## config.mk

```make
export PLATFORM = sky130hd
export DESIGN_NAME = voltage_window_fault_debouncer_top
export DESIGN_NICKNAME = d
export VERILOG_FILES = /design/src/design/vwfd_pkg.sv /design/src/design/vwfd_classify.sv /design/src/design/vwfd_side.sv /design/src/design/voltage_window_fault_debouncer_top.sv
export SDC_FILE = /design/constraint.sdc
export NUM_CORES = 1
export LEC_CHECK = 0
export BUFFER_PORTS_ARGS = -buffer_cell sky130_fd_sc_hd__buf_2
export CAP_MARGIN = 10
export CORE_UTILIZATION = 30
export DETAILED_ROUTE_END_ITERATION = 8
export GPL_TIMING_DRIVEN = 0
export PLACE_DENSITY = 0.47
export SYNTH_ARGS = -nofsm -noshare
export SYNTH_HDL_FRONTEND = slang
export SYNTH_HIERARCHICAL = 1
export SYNTH_SLANG_ARGS = --single-unit
```

## constraint.sdc

```tcl
create_clock -name clk_i -period 8.7 [get_ports clk_i]
set_clock_uncertainty 0.2 [all_clocks]
set_input_delay 0.87 -clock clk_i [delete_from_list [all_inputs] [get_ports clk_i]]
set_output_delay 0.87 -clock clk_i [all_outputs]
set_load 0.01 [all_outputs]
```

## src/design/vwfd_pkg.sv

```systemverilog
// Shared types, constants and a helper function for the voltage window fault debouncer.
// No dependencies; the classifier, side and top-level design files import this package.
package vwfd_pkg;

  localparam int unsigned MvWidth   = 16;
  localparam int unsigned TickWidth = 16;
  localparam int unsigned CfgIdxWidth  = 3;
  localparam int unsigned CfgDataWidth = 16;

  // Register reset values (thresholds assume a 10 ms tick).
  localparam logic [MvWidth-1:0]   HighUpperReset = 16'd17000;
  localparam logic [MvWidth-1:0]   HighLowerReset = 16'd16000;
  localparam logic [MvWidth-1:0]   LowLowerReset  = 16'd8000;
  localparam logic [MvWidth-1:0]   LowUpperReset  = 16'd9000;
  localparam logic [TickWidth-1:0] DetectReset    = 16'd1000;
  localparam logic [TickWidth-1:0] RecoverReset   = 16'd400;

  // Configuration register indexes.
  typedef enum logic [CfgIdxWidth-1:0] {
    CFG_HIGH_UPPER    = 3'd0,
    CFG_HIGH_LOWER    = 3'd1,
    CFG_LOW_LOWER     = 3'd2,
    CFG_LOW_UPPER     = 3'd3,
    CFG_DETECT_TICKS  = 3'd4,
    CFG_RECOVER_TICKS = 3'd5
  } cfg_idx_e;

  // Window limits seen by the classifier.
  typedef struct packed {
    logic [MvWidth-1:0] ov_trip;
    logic [MvWidth-1:0] ov_release;
    logic [MvWidth-1:0] uv_trip;
    logic [MvWidth-1:0] uv_release;
  } vwfd_limits_t;

  // Per-tick control for one debounce side.
  typedef struct packed {
    logic step;         // an item is processed this cycle
    logic clear;        // clear counters and flag
    logic detect_mode;  // sample is out of window on this side
    logic precond;      // detection precondition holds
    logic force_clear;  // force the flag clear
  } vwfd_side_ctrl_t;

  // Saturating increment: min(count + 1, limit).
  function automatic logic [TickWidth-1:0] sat_inc(logic [TickWidth-1:0] count,
                                                   logic [TickWidth-1:0] limit);
    logic [TickWidth:0] nxt;
    nxt = {1'b0, count} + {{TickWidth{1'b0}}, 1'b1};
    return (nxt < {1'b0, limit}) ? nxt[TickWidth-1:0] : limit;
  endfunction

endpackage

```

## src/design/vwfd_classify.sv

```systemverilog
// Window classifier: decides whether a sample is high, low or in window.
// Depends on vwfd_pkg for the limit struct.
module vwfd_classify import vwfd_pkg::*; (
  input  logic [MvWidth-1:0] voltage_mv_i,
  input  vwfd_limits_t       limits_i,
  input  logic               high_fault_i,
  input  logic               low_fault_i,
  output logic               is_high_o,
  output logic               is_low_o
);

  logic above_upper, above_lower, below_lower, below_upper;

  // Hysteresis compares; the high test has priority over the low one.
  always_comb begin
    above_upper = voltage_mv_i > limits_i.ov_trip;
    above_lower = voltage_mv_i > limits_i.ov_release;
    below_lower = voltage_mv_i < limits_i.uv_trip;
    below_upper = voltage_mv_i < limits_i.uv_release;
    is_high_o   = above_upper || (above_lower && high_fault_i);
    is_low_o    = !is_high_o && (below_lower || (below_upper && low_fault_i));
  end

endmodule

```

## src/design/vwfd_side.sv

```systemverilog
// One debounce side: detect and recover tick counters plus the fault flag.
// Depends on vwfd_pkg for the control struct and the saturating increment.
module vwfd_side import vwfd_pkg::*; (
  input  logic                 clk_i,
  input  logic                 rst_ni,
  input  vwfd_side_ctrl_t      ctrl_i,
  input  logic [TickWidth-1:0] detect_ticks_i,
  input  logic [TickWidth-1:0] recover_ticks_i,
  output logic                 fault_o,
  output logic                 fault_next_o
);

  logic [TickWidth-1:0] detect_q, detect_d;
  logic [TickWidth-1:0] recover_q, recover_d;
  logic                 fault_q, fault_d;
  logic [TickWidth-1:0] detect_base;
  logic [TickWidth-1:0] step_detect, step_recover;
  logic                 step_fault;

  // Counter and flag update for one tick.
  always_comb begin
    // Without the precondition a detect count only survives while the fault is set.
    detect_base = (!ctrl_i.precond && !fault_q) ? '0 : detect_q;

    if (ctrl_i.detect_mode) begin
      if (ctrl_i.precond) begin
        step_detect  = sat_inc(detect_base, detect_ticks_i);
        step_recover = '0;
      end else begin
        step_detect  = detect_base;
        step_recover = recover_q;
      end
    end else begin
      step_detect  = '0;
      step_recover = sat_inc(recover_q, recover_ticks_i);
    end

    // Detect sets, recover then clears, a forced clear wins over both.
    step_fault = fault_q;
    if (step_detect == detect_ticks_i) begin
      step_fault = 1'b1;
    end
    if (step_recover == recover_ticks_i) begin
      step_fault = 1'b0;
    end
    if (ctrl_i.force_clear) begin
      step_fault = 1'b0;
    end

    priority if (ctrl_i.step && ctrl_i.clear) begin
      detect_d  = '0;
      recover_d = '0;
      fault_d   = 1'b0;
    end else if (ctrl_i.step) begin
      detect_d  = step_detect;
      recover_d = step_recover;
      fault_d   = step_fault;
    end else begin
      detect_d  = detect_q;
      recover_d = recover_q;
      fault_d   = fault_q;
    end
  end

  // State registers.
  always_ff @(posedge clk_i or negedge rst_ni) begin
    if (!rst_ni) begin
      detect_q  <= '0;
      recover_q <= '0;
      fault_q   <= 1'b0;
    end else begin
      detect_q  <= detect_d;
      recover_q <= recover_d;
      fault_q   <= fault_d;
    end
  end

  assign fault_o      = fault_q;
  assign fault_next_o = fault_d;

endmodule

```

## src/design/voltage_window_fault_debouncer_top.sv

```systemverilog
// Flow: each accepted item enters the input register and moves on to the result
// register once the result register is free or drains.
// Throughput: one item per cycle, unless the result stalls; each item is processed
// in a single pass between input and result registers, with the fault state fed back.
// Reset: asynchronous, active low; clears counters, flags and valids and loads
// the register defaults. Depends on vwfd_pkg, vwfd_classify and vwfd_side.
module voltage_window_fault_debouncer_top import vwfd_pkg::*; (
  input  logic                    clk_i,
  input  logic                    rst_ni,
  // Configuration write port
  input  logic                    cfg_we_i,
  input  logic [CfgIdxWidth-1:0]  cfg_idx_i,
  input  logic [CfgDataWidth-1:0] cfg_data_i,
  // Input item channel
  input  logic                    in_valid_i,
  output logic                    in_stall_o,
  input  logic [MvWidth-1:0]      voltage_mv_i,
  input  logic                    precond_ok_i,
  input  logic                    force_clear_high_i,
  input  logic                    force_clear_low_i,
  input  logic                    clear_all_i,
  // Result item channel
  output logic                    out_valid_o,
  input  logic                    out_stall_i,
  output logic                    high_fault_o,
  output logic                    low_fault_o
);

  vwfd_limits_t         limits_q;
  logic [TickWidth-1:0] detect_ticks_q, recover_ticks_q;

  logic                 in_valid_q;
  logic [MvWidth-1:0]   voltage_q;
  logic                 precond_q, fc_high_q, fc_low_q, clear_q;

  logic                 out_valid_q;
  logic                 high_fault_q, low_fault_q;

  logic                 in_accept, advance;
  logic                 is_high, is_low;
  logic                 high_fault_cur, low_fault_cur;
  logic                 high_fault_next, low_fault_next;
  vwfd_side_ctrl_t      high_ctrl, low_ctrl;

  // Configuration registers; unknown indexes are ignored.
  always_ff @(posedge clk_i or negedge rst_ni) begin
    if (!rst_ni) begin
      limits_q.ov_trip    <= HighUpperReset;
      limits_q.ov_release <= HighLowerReset;
      limits_q.uv_trip    <= LowLowerReset;
      limits_q.uv_release <= LowUpperReset;
      detect_ticks_q      <= DetectReset;
      recover_ticks_q     <= RecoverReset;
    end else if (cfg_we_i) begin
      unique case (cfg_idx_e'(cfg_idx_i))
        CFG_HIGH_UPPER:    limits_q.ov_trip    <= cfg_data_i;
        CFG_HIGH_LOWER:    limits_q.ov_release <= cfg_data_i;
        CFG_LOW_LOWER:     limits_q.uv_trip    <= cfg_data_i;
        CFG_LOW_UPPER:     limits_q.uv_release <= cfg_data_i;
        CFG_DETECT_TICKS:  detect_ticks_q      <= cfg_data_i;
        CFG_RECOVER_TICKS: recover_ticks_q     <= cfg_data_i;
        default: begin
        end
      endcase
    end
  end

  // Handshake: the held item moves on whenever the result register is free or drains.
  assign advance    = in_valid_q && (!out_valid_q || !out_stall_i);
  assign in_stall_o = in_valid_q && !advance;
  assign in_accept  = in_valid_i && !in_stall_o;

  // Input register valid.
  always_ff @(posedge clk_i or negedge rst_ni) begin
    if (!rst_ni) begin
      in_valid_q <= 1'b0;
    end else if (in_accept) begin
      in_valid_q <= 1'b1;
    end else if (advance) begin
      in_valid_q <= 1'b0;
    end
  end

  // Input register payload.
  always_ff @(posedge clk_i) begin
    if (in_accept) begin
      voltage_q <= voltage_mv_i;
      precond_q <= precond_ok_i;
      fc_high_q <= force_clear_high_i;
      fc_low_q  <= force_clear_low_i;
      clear_q   <= clear_all_i;
    end
  end

  // Window classification against the flags from before this item.
  vwfd_classify u_classify (
    .voltage_mv_i (voltage_q),
    .limits_i     (limits_q),
    .high_fault_i (high_fault_cur),
    .low_fault_i  (low_fault_cur),
    .is_high_o    (is_high),
    .is_low_o     (is_low)
  );

  // Side controls.
  always_comb begin
    high_ctrl.step        = advance;
    high_ctrl.clear       = clear_q;
    high_ctrl.detect_mode = is_high;
    high_ctrl.precond     = precond_q;
    high_ctrl.force_clear = fc_high_q;
    low_ctrl.step         = advance;
    low_ctrl.clear        = clear_q;
    low_ctrl.detect_mode  = is_low;
    low_ctrl.precond      = precond_q;
    low_ctrl.force_clear  = fc_low_q;
  end

  vwfd_side u_high_side (
    .clk_i           (clk_i),
    .rst_ni          (rst_ni),
    .ctrl_i          (high_ctrl),
    .detect_ticks_i  (detect_ticks_q),
    .recover_ticks_i (recover_ticks_q),
    .fault_o         (high_fault_cur),
    .fault_next_o    (high_fault_next)
  );

  vwfd_side u_low_side (
    .clk_i           (clk_i),
    .rst_ni          (rst_ni),
    .ctrl_i          (low_ctrl),
    .detect_ticks_i  (detect_ticks_q),
    .recover_ticks_i (recover_ticks_q),
    .fault_o         (low_fault_cur),
    .fault_next_o    (low_fault_next)
  );

  // Result register valid.
  always_ff @(posedge clk_i or negedge rst_ni) begin
    if (!rst_ni) begin
      out_valid_q <= 1'b0;
    end else if (advance) begin
      out_valid_q <= 1'b1;
    end else if (!out_stall_i) begin
      out_valid_q <= 1'b0;
    end
  end

  // Result register payload.
  always_ff @(posedge clk_i) begin
    if (advance) begin
      high_fault_q <= high_fault_next;
      low_fault_q  <= low_fault_next;
    end
  end

  assign out_valid_o  = out_valid_q;
  assign high_fault_o = high_fault_q;
  assign low_fault_o  = low_fault_q;

endmodule

```

==> flow_results.xml <==
<?xml version="1.0" encoding="UTF-8"?>
<metrics>
  <group name="clock_tree">
    <metric name="clkSlewWorstSetupHoldPaths" unit="ns">0.09</metric>
    <metric name="tritoncts_clock_tree" unit="">done</metric>
    <metric name="hold_buffers" unit="">0</metric>
    <metric name="cts_setup_buffers" unit="">0</metric>
    <metric name="cts-resized-gates" unit="">0</metric>
    <metric name="cts_max_level" unit="">4</metric>
    <metric name="clock-sinks" unit="">186</metric>
    <metric name="clkLatencyLatePin" unit="ns">0.50</metric>
    <metric name="clock_tree.buffer_depth" unit="">2</metric>
    <metric name="cts-buffers-inserted" unit="">17</metric>
    <metric name="cts_root_buf" unit="">sky130_fd_sc_hd__clkbuf_16</metric>
  </group>
  <group name="layout">
    <metric name="final_design_area_no_fill" unit="um2">17000</metric>
    <metric name="finish.net_count" unit="">1974</metric>
    <metric name="num_antenna_cells" unit="">0</metric>
    <metric name="finalCoreUtilization" unit="%">33.9</metric>
    <metric name="stdcell_count" unit="">2489</metric>
    <metric name="n_fill_cell" unit="">5228</metric>
    <metric name="post_route_cells_drive_above_1_share" unit="%">16.1</metric>
    <metric name="area_growth" unit="%">11.4</metric>
  </group>
  <group name="timing">
    <metric name="hold_worst_slack" unit="ns">0.168</metric>
    <metric name="setup_total_negative_slack" unit="ns">0</metric>
    <metric name="final.setup.worst_slack" unit="ns">1.83</metric>
    <metric name="report.final.hold_viol_count" unit="">0</metric>
    <metric name="final.min_clock_period" unit="ns">6.87</metric>
    <metric name="final_min_period_over_clock_period" unit="%">79.0</metric>
    <metric name="worst_pin_slew" unit="ns">1.21</metric>
    <metric name="timing.slew.headroom" unit="%">18.5</metric>
    <metric name="drv_slew" unit="">0</metric>
    <metric name="grt_setup_unrepaired" unit="">no</metric>
    <metric name="clock.fmax" unit="MHz">145</metric>
    <metric name="setup_viol_count_final" unit="">0</metric>
  </group>
  <group name="logic_synthesis">
    <metric name="dominantRegCellSynth" unit="">sky130_fd_sc_hd__dfrtp_1</metric>
    <metric name="synthesis.area" unit="um2">15300</metric>
    <metric name="async_reset_ff_share" unit="%">88.2</metric>
    <metric name="syn_avg_cell_area" unit="um2">8.81</metric>
    <metric name="synthesis.yosys.warnings" unit="">6</metric>
    <metric name="syn_nets" unit="">1906</metric>
    <metric name="synth-seq-area-share" unit="%">31.4</metric>
    <metric name="ys_ff_latch" unit="">186</metric>
    <metric name="synthesis.instances" unit="">1736</metric>
    <metric name="synthDistinctLibCells" unit="">94</metric>
    <metric name="synth-edff-count" unit="">22</metric>
  </group>
  <group name="setup_path">
    <metric name="ff2ff_path_depth" unit="">21</metric>
    <metric name="critical_path_peak_fanout" unit="">10</metric>
    <metric name="r2r_slack" unit="ns">1.83</metric>
    <metric name="critical_path_required" unit="ns">8.79</metric>
    <metric name="worst_setup_path_end_kind" unit="">flop</metric>
    <metric name="worst-setup-path-type" unit="">reg2reg</metric>
    <metric name="critical_path_arrival" unit="ns">6.97</metric>
    <metric name="worstSetupStartpointType" unit="">flop</metric>
  </group>
  <group name="drt">
    <metric name="ant_nets" unit="">0</metric>
    <metric name="vias_per_cell" unit="">5.66</metric>
    <metric name="dr.pass1.iters" unit="">6</metric>
    <metric name="dr.first_iter.drc_count" unit="">1289</metric>
    <metric name="route.final.wire_length" unit="um">55800</metric>
    <metric name="drc" unit="">0</metric>
    <metric name="vias" unit="">14092</metric>
    <metric name="route.detailed.wl_per_inst" unit="um">22.4</metric>
  </group>
  <group name="grt">
    <metric name="antenna_found_initial" unit="">1</metric>
    <metric name="grt_max_degree" unit="">89</metric>
    <metric name="first_global_vias" unit="">13709</metric>
    <metric name="globalRouteTotalUtil" unit="%">21.5</metric>
    <metric name="grt_first_pass_wirelength" unit="um">85400</metric>
    <metric name="grt_remaining_overflow" unit="">0</metric>
  </group>
  <group name="floorplan">
    <metric name="ioPinCount" unit="">48</metric>
    <metric name="floorplan.die.width" unit="um">228</metric>
    <metric name="core" unit="um2">50200</metric>
    <metric name="placement_rows" unit="">82</metric>
    <metric name="initial_utilization" unit="%">30.5</metric>
    <metric name="height_of_the_die" unit="um">228</metric>
    <metric name="die_area" unit="um2">51900</metric>
  </group>
  <group name="outcome">
    <metric name="run_status" unit="">complete, no violations</metric>
  </group>
  <group name="power_and_ir_drop">
    <metric name="irDropWorstVdd" unit="uV">165</metric>
    <metric name="fin_total_pwr" unit="mW">3.06</metric>
    <metric name="p_leak" unit="nW">7.21</metric>
    <metric name="powerDensity" unit="nW/um2">180</metric>
  </group>
  <group name="placed_design">
    <metric name="numPlacedInstances" unit="">2457</metric>
    <metric name="place_congestion" unit="">0.940</metric>
    <metric name="post_dp_cell_area" unit="um2">16400</metric>
    <metric name="i_o_buffers" unit="">46</metric>
    <metric name="pre_cts_slack" unit="ns">2.09</metric>
    <metric name="place.detailed.hpwl" unit="um">41500</metric>
  </group>
  <group name="worst_hold_path">
    <metric name="worst_hold_check_path_type" unit="">in2async</metric>
  </group>
  <group name="flow_run">
    <metric name="max_cap_violations" unit="">0</metric>
  </group>
</metrics>
==> report_power, final <==
group | switching (mW) | total, mW | internal, mW
Combinational | 0.592 | 1.00 | 0.409
Sequential | 0.206 | 1.23 | 1.02
Clock | 0.443 | 0.835 | 0.392
==> kinds of logic (layout without fill, tap and decap cells) <==
kind of cell               Yosys count  after routing  synth area share (%)
AOI/OAI and AO/OA                  456            456                  19.9
and+or+nand+nor                    483            483                  16.2
muxes                              135            135                  9.77
xor gates and xnor gates            83             83                  4.89
buffers and inverters              267            348                  7.54
DFF                                186            186                  31.4
adders and majority gates          126            126                  10.3
==> final timing paths <==
check                                start                       end
min in group clk_i              in_valid_q               out_valid_o
worst max-delay path             precond_q               low_fault_o
worst min register to register  in_valid_q               out_valid_o
worst min-delay path                rst_ni  u_high_side/recover_q[7]
worst max register to register   precond_q               low_fault_o
max in group asynchronous           rst_ni               limits_q[8]
==> cells in the final DEF, fill, tap and decap left out, types with 24 or more instances in the layout <==
cell and n:
sky130_fd_sc_hd__nand4_1 39, sky130_fd_sc_hd__o21ai_0 98, sky130_fd_sc_hd__ha_1 126, sky130_fd_sc_hd__nor2_1 88, sky130_fd_sc_hd__mux2i_1 24, sky130_fd_sc_hd__a21oi_1 103, sky130_fd_sc_hd__dfstp_2 31, sky130_fd_sc_hd__a22oi_1 25
sky130_fd_sc_hd__mux2_2 109, sky130_fd_sc_hd__dfrtp_1 133, sky130_fd_sc_hd__nor3_1 40, sky130_fd_sc_hd__xnor2_1 60, sky130_fd_sc_hd__nand2_1 150, sky130_fd_sc_hd__nand3_1 44, sky130_fd_sc_hd__o22ai_1 30, sky130_fd_sc_hd__clkbuf_1 46
sky130_fd_sc_hd__inv_1 169, sky130_fd_sc_hd__buf_2 69
==> routing by layer <==
metal	vias up	part of all wire (%)	global-route usage (%)
li1	6519	-	-
met1	6998	46	29.3
met2	487	47	34.7
met3	86	5.0	3.38
met4	2	2.3	6.48
met5	-	0.014	0
==> cells in the mapped netlist (all sizes together), types with 10 or more instances <==
library cell	count	area [um2]
inv	169	634
nand2	151	569
dfrtp	133	3330
ha	126	1580
mux2	111	1250
o21ai	107	536
a21oi	105	533
nor2	88	330
xnor2	61	542
buf	50	338
clkbuf	46	173
nand3	44	220
nor3	42	220
nand4	40	265
dfstp	31	815
o22ai	30	188
a22oi	25	188
mux2i	24	240
nor4	23	159
a21o	22	165
edfxtp	22	661
a31oi	21	131
xor2	21	184
and3	18	113
nor2b	14	87.6
o211ai	14	105
a221oi	11	115
nand2b	11	68.8
or3	11	68.8
and4	10	87.6
==> critical path, cell delays in order, from the launching register on <==
cell                        delay [ns]
sky130_fd_sc_hd__edfxtp_1         0.48
sky130_fd_sc_hd__buf_4            0.23
sky130_fd_sc_hd__or2_2            0.12
sky130_fd_sc_hd__clkbuf_1         0.45
sky130_fd_sc_hd__clkbuf_1         0.56
sky130_fd_sc_hd__nand2_1          0.16
sky130_fd_sc_hd__inv_1            0.12
sky130_fd_sc_hd__ha_1             0.21
sky130_fd_sc_hd__o2111ai_1        0.47
sky130_fd_sc_hd__or3_1            0.60
sky130_fd_sc_hd__nor2_1           0.27
sky130_fd_sc_hd__xnor2_1          0.11
sky130_fd_sc_hd__ha_1             0.32
sky130_fd_sc_hd__nand3_1          0.20
sky130_fd_sc_hd__nor3_1           0.33
sky130_fd_sc_hd__o211ai_1         0.22
sky130_fd_sc_hd__nand4_1          0.33
sky130_fd_sc_hd__clkbuf_1         0.51
sky130_fd_sc_hd__a31oi_1          0.10
sky130_fd_sc_hd__nor4_1           0.20
sky130_fd_sc_hd__o31ai_1          0.17
sky130_fd_sc_hd__a32oi_1          0.30
==> flip-flops by register name (all words and copies together), names as in the netlist, 16 cells and up <==
| register | count |
|---|---|
| recover_ticks_q | 16 |
| u_low_side/recover_q | 16 |
| detect_ticks_q | 16 |
| u_high_side/detect_q | 16 |
| voltage_q | 16 |
| u_high_side/recover_q | 16 |
| limits_q | 64 |
| u_low_side/detect_q | 16 |
==> area by class of cell <==
cell class	count	area, um2	area share, %
clock inverter	15	180	1.06
buffer	96	510	3.00
multi-input combinational	1283	9330	54.8
inverter	171	642	3.77
sequential	186	4800	28.2
clock buffer	17	425	2.50
tap	672	841	4.94
timing repair buffer	49	294	1.73
Power figures use the tool's default switching activity.
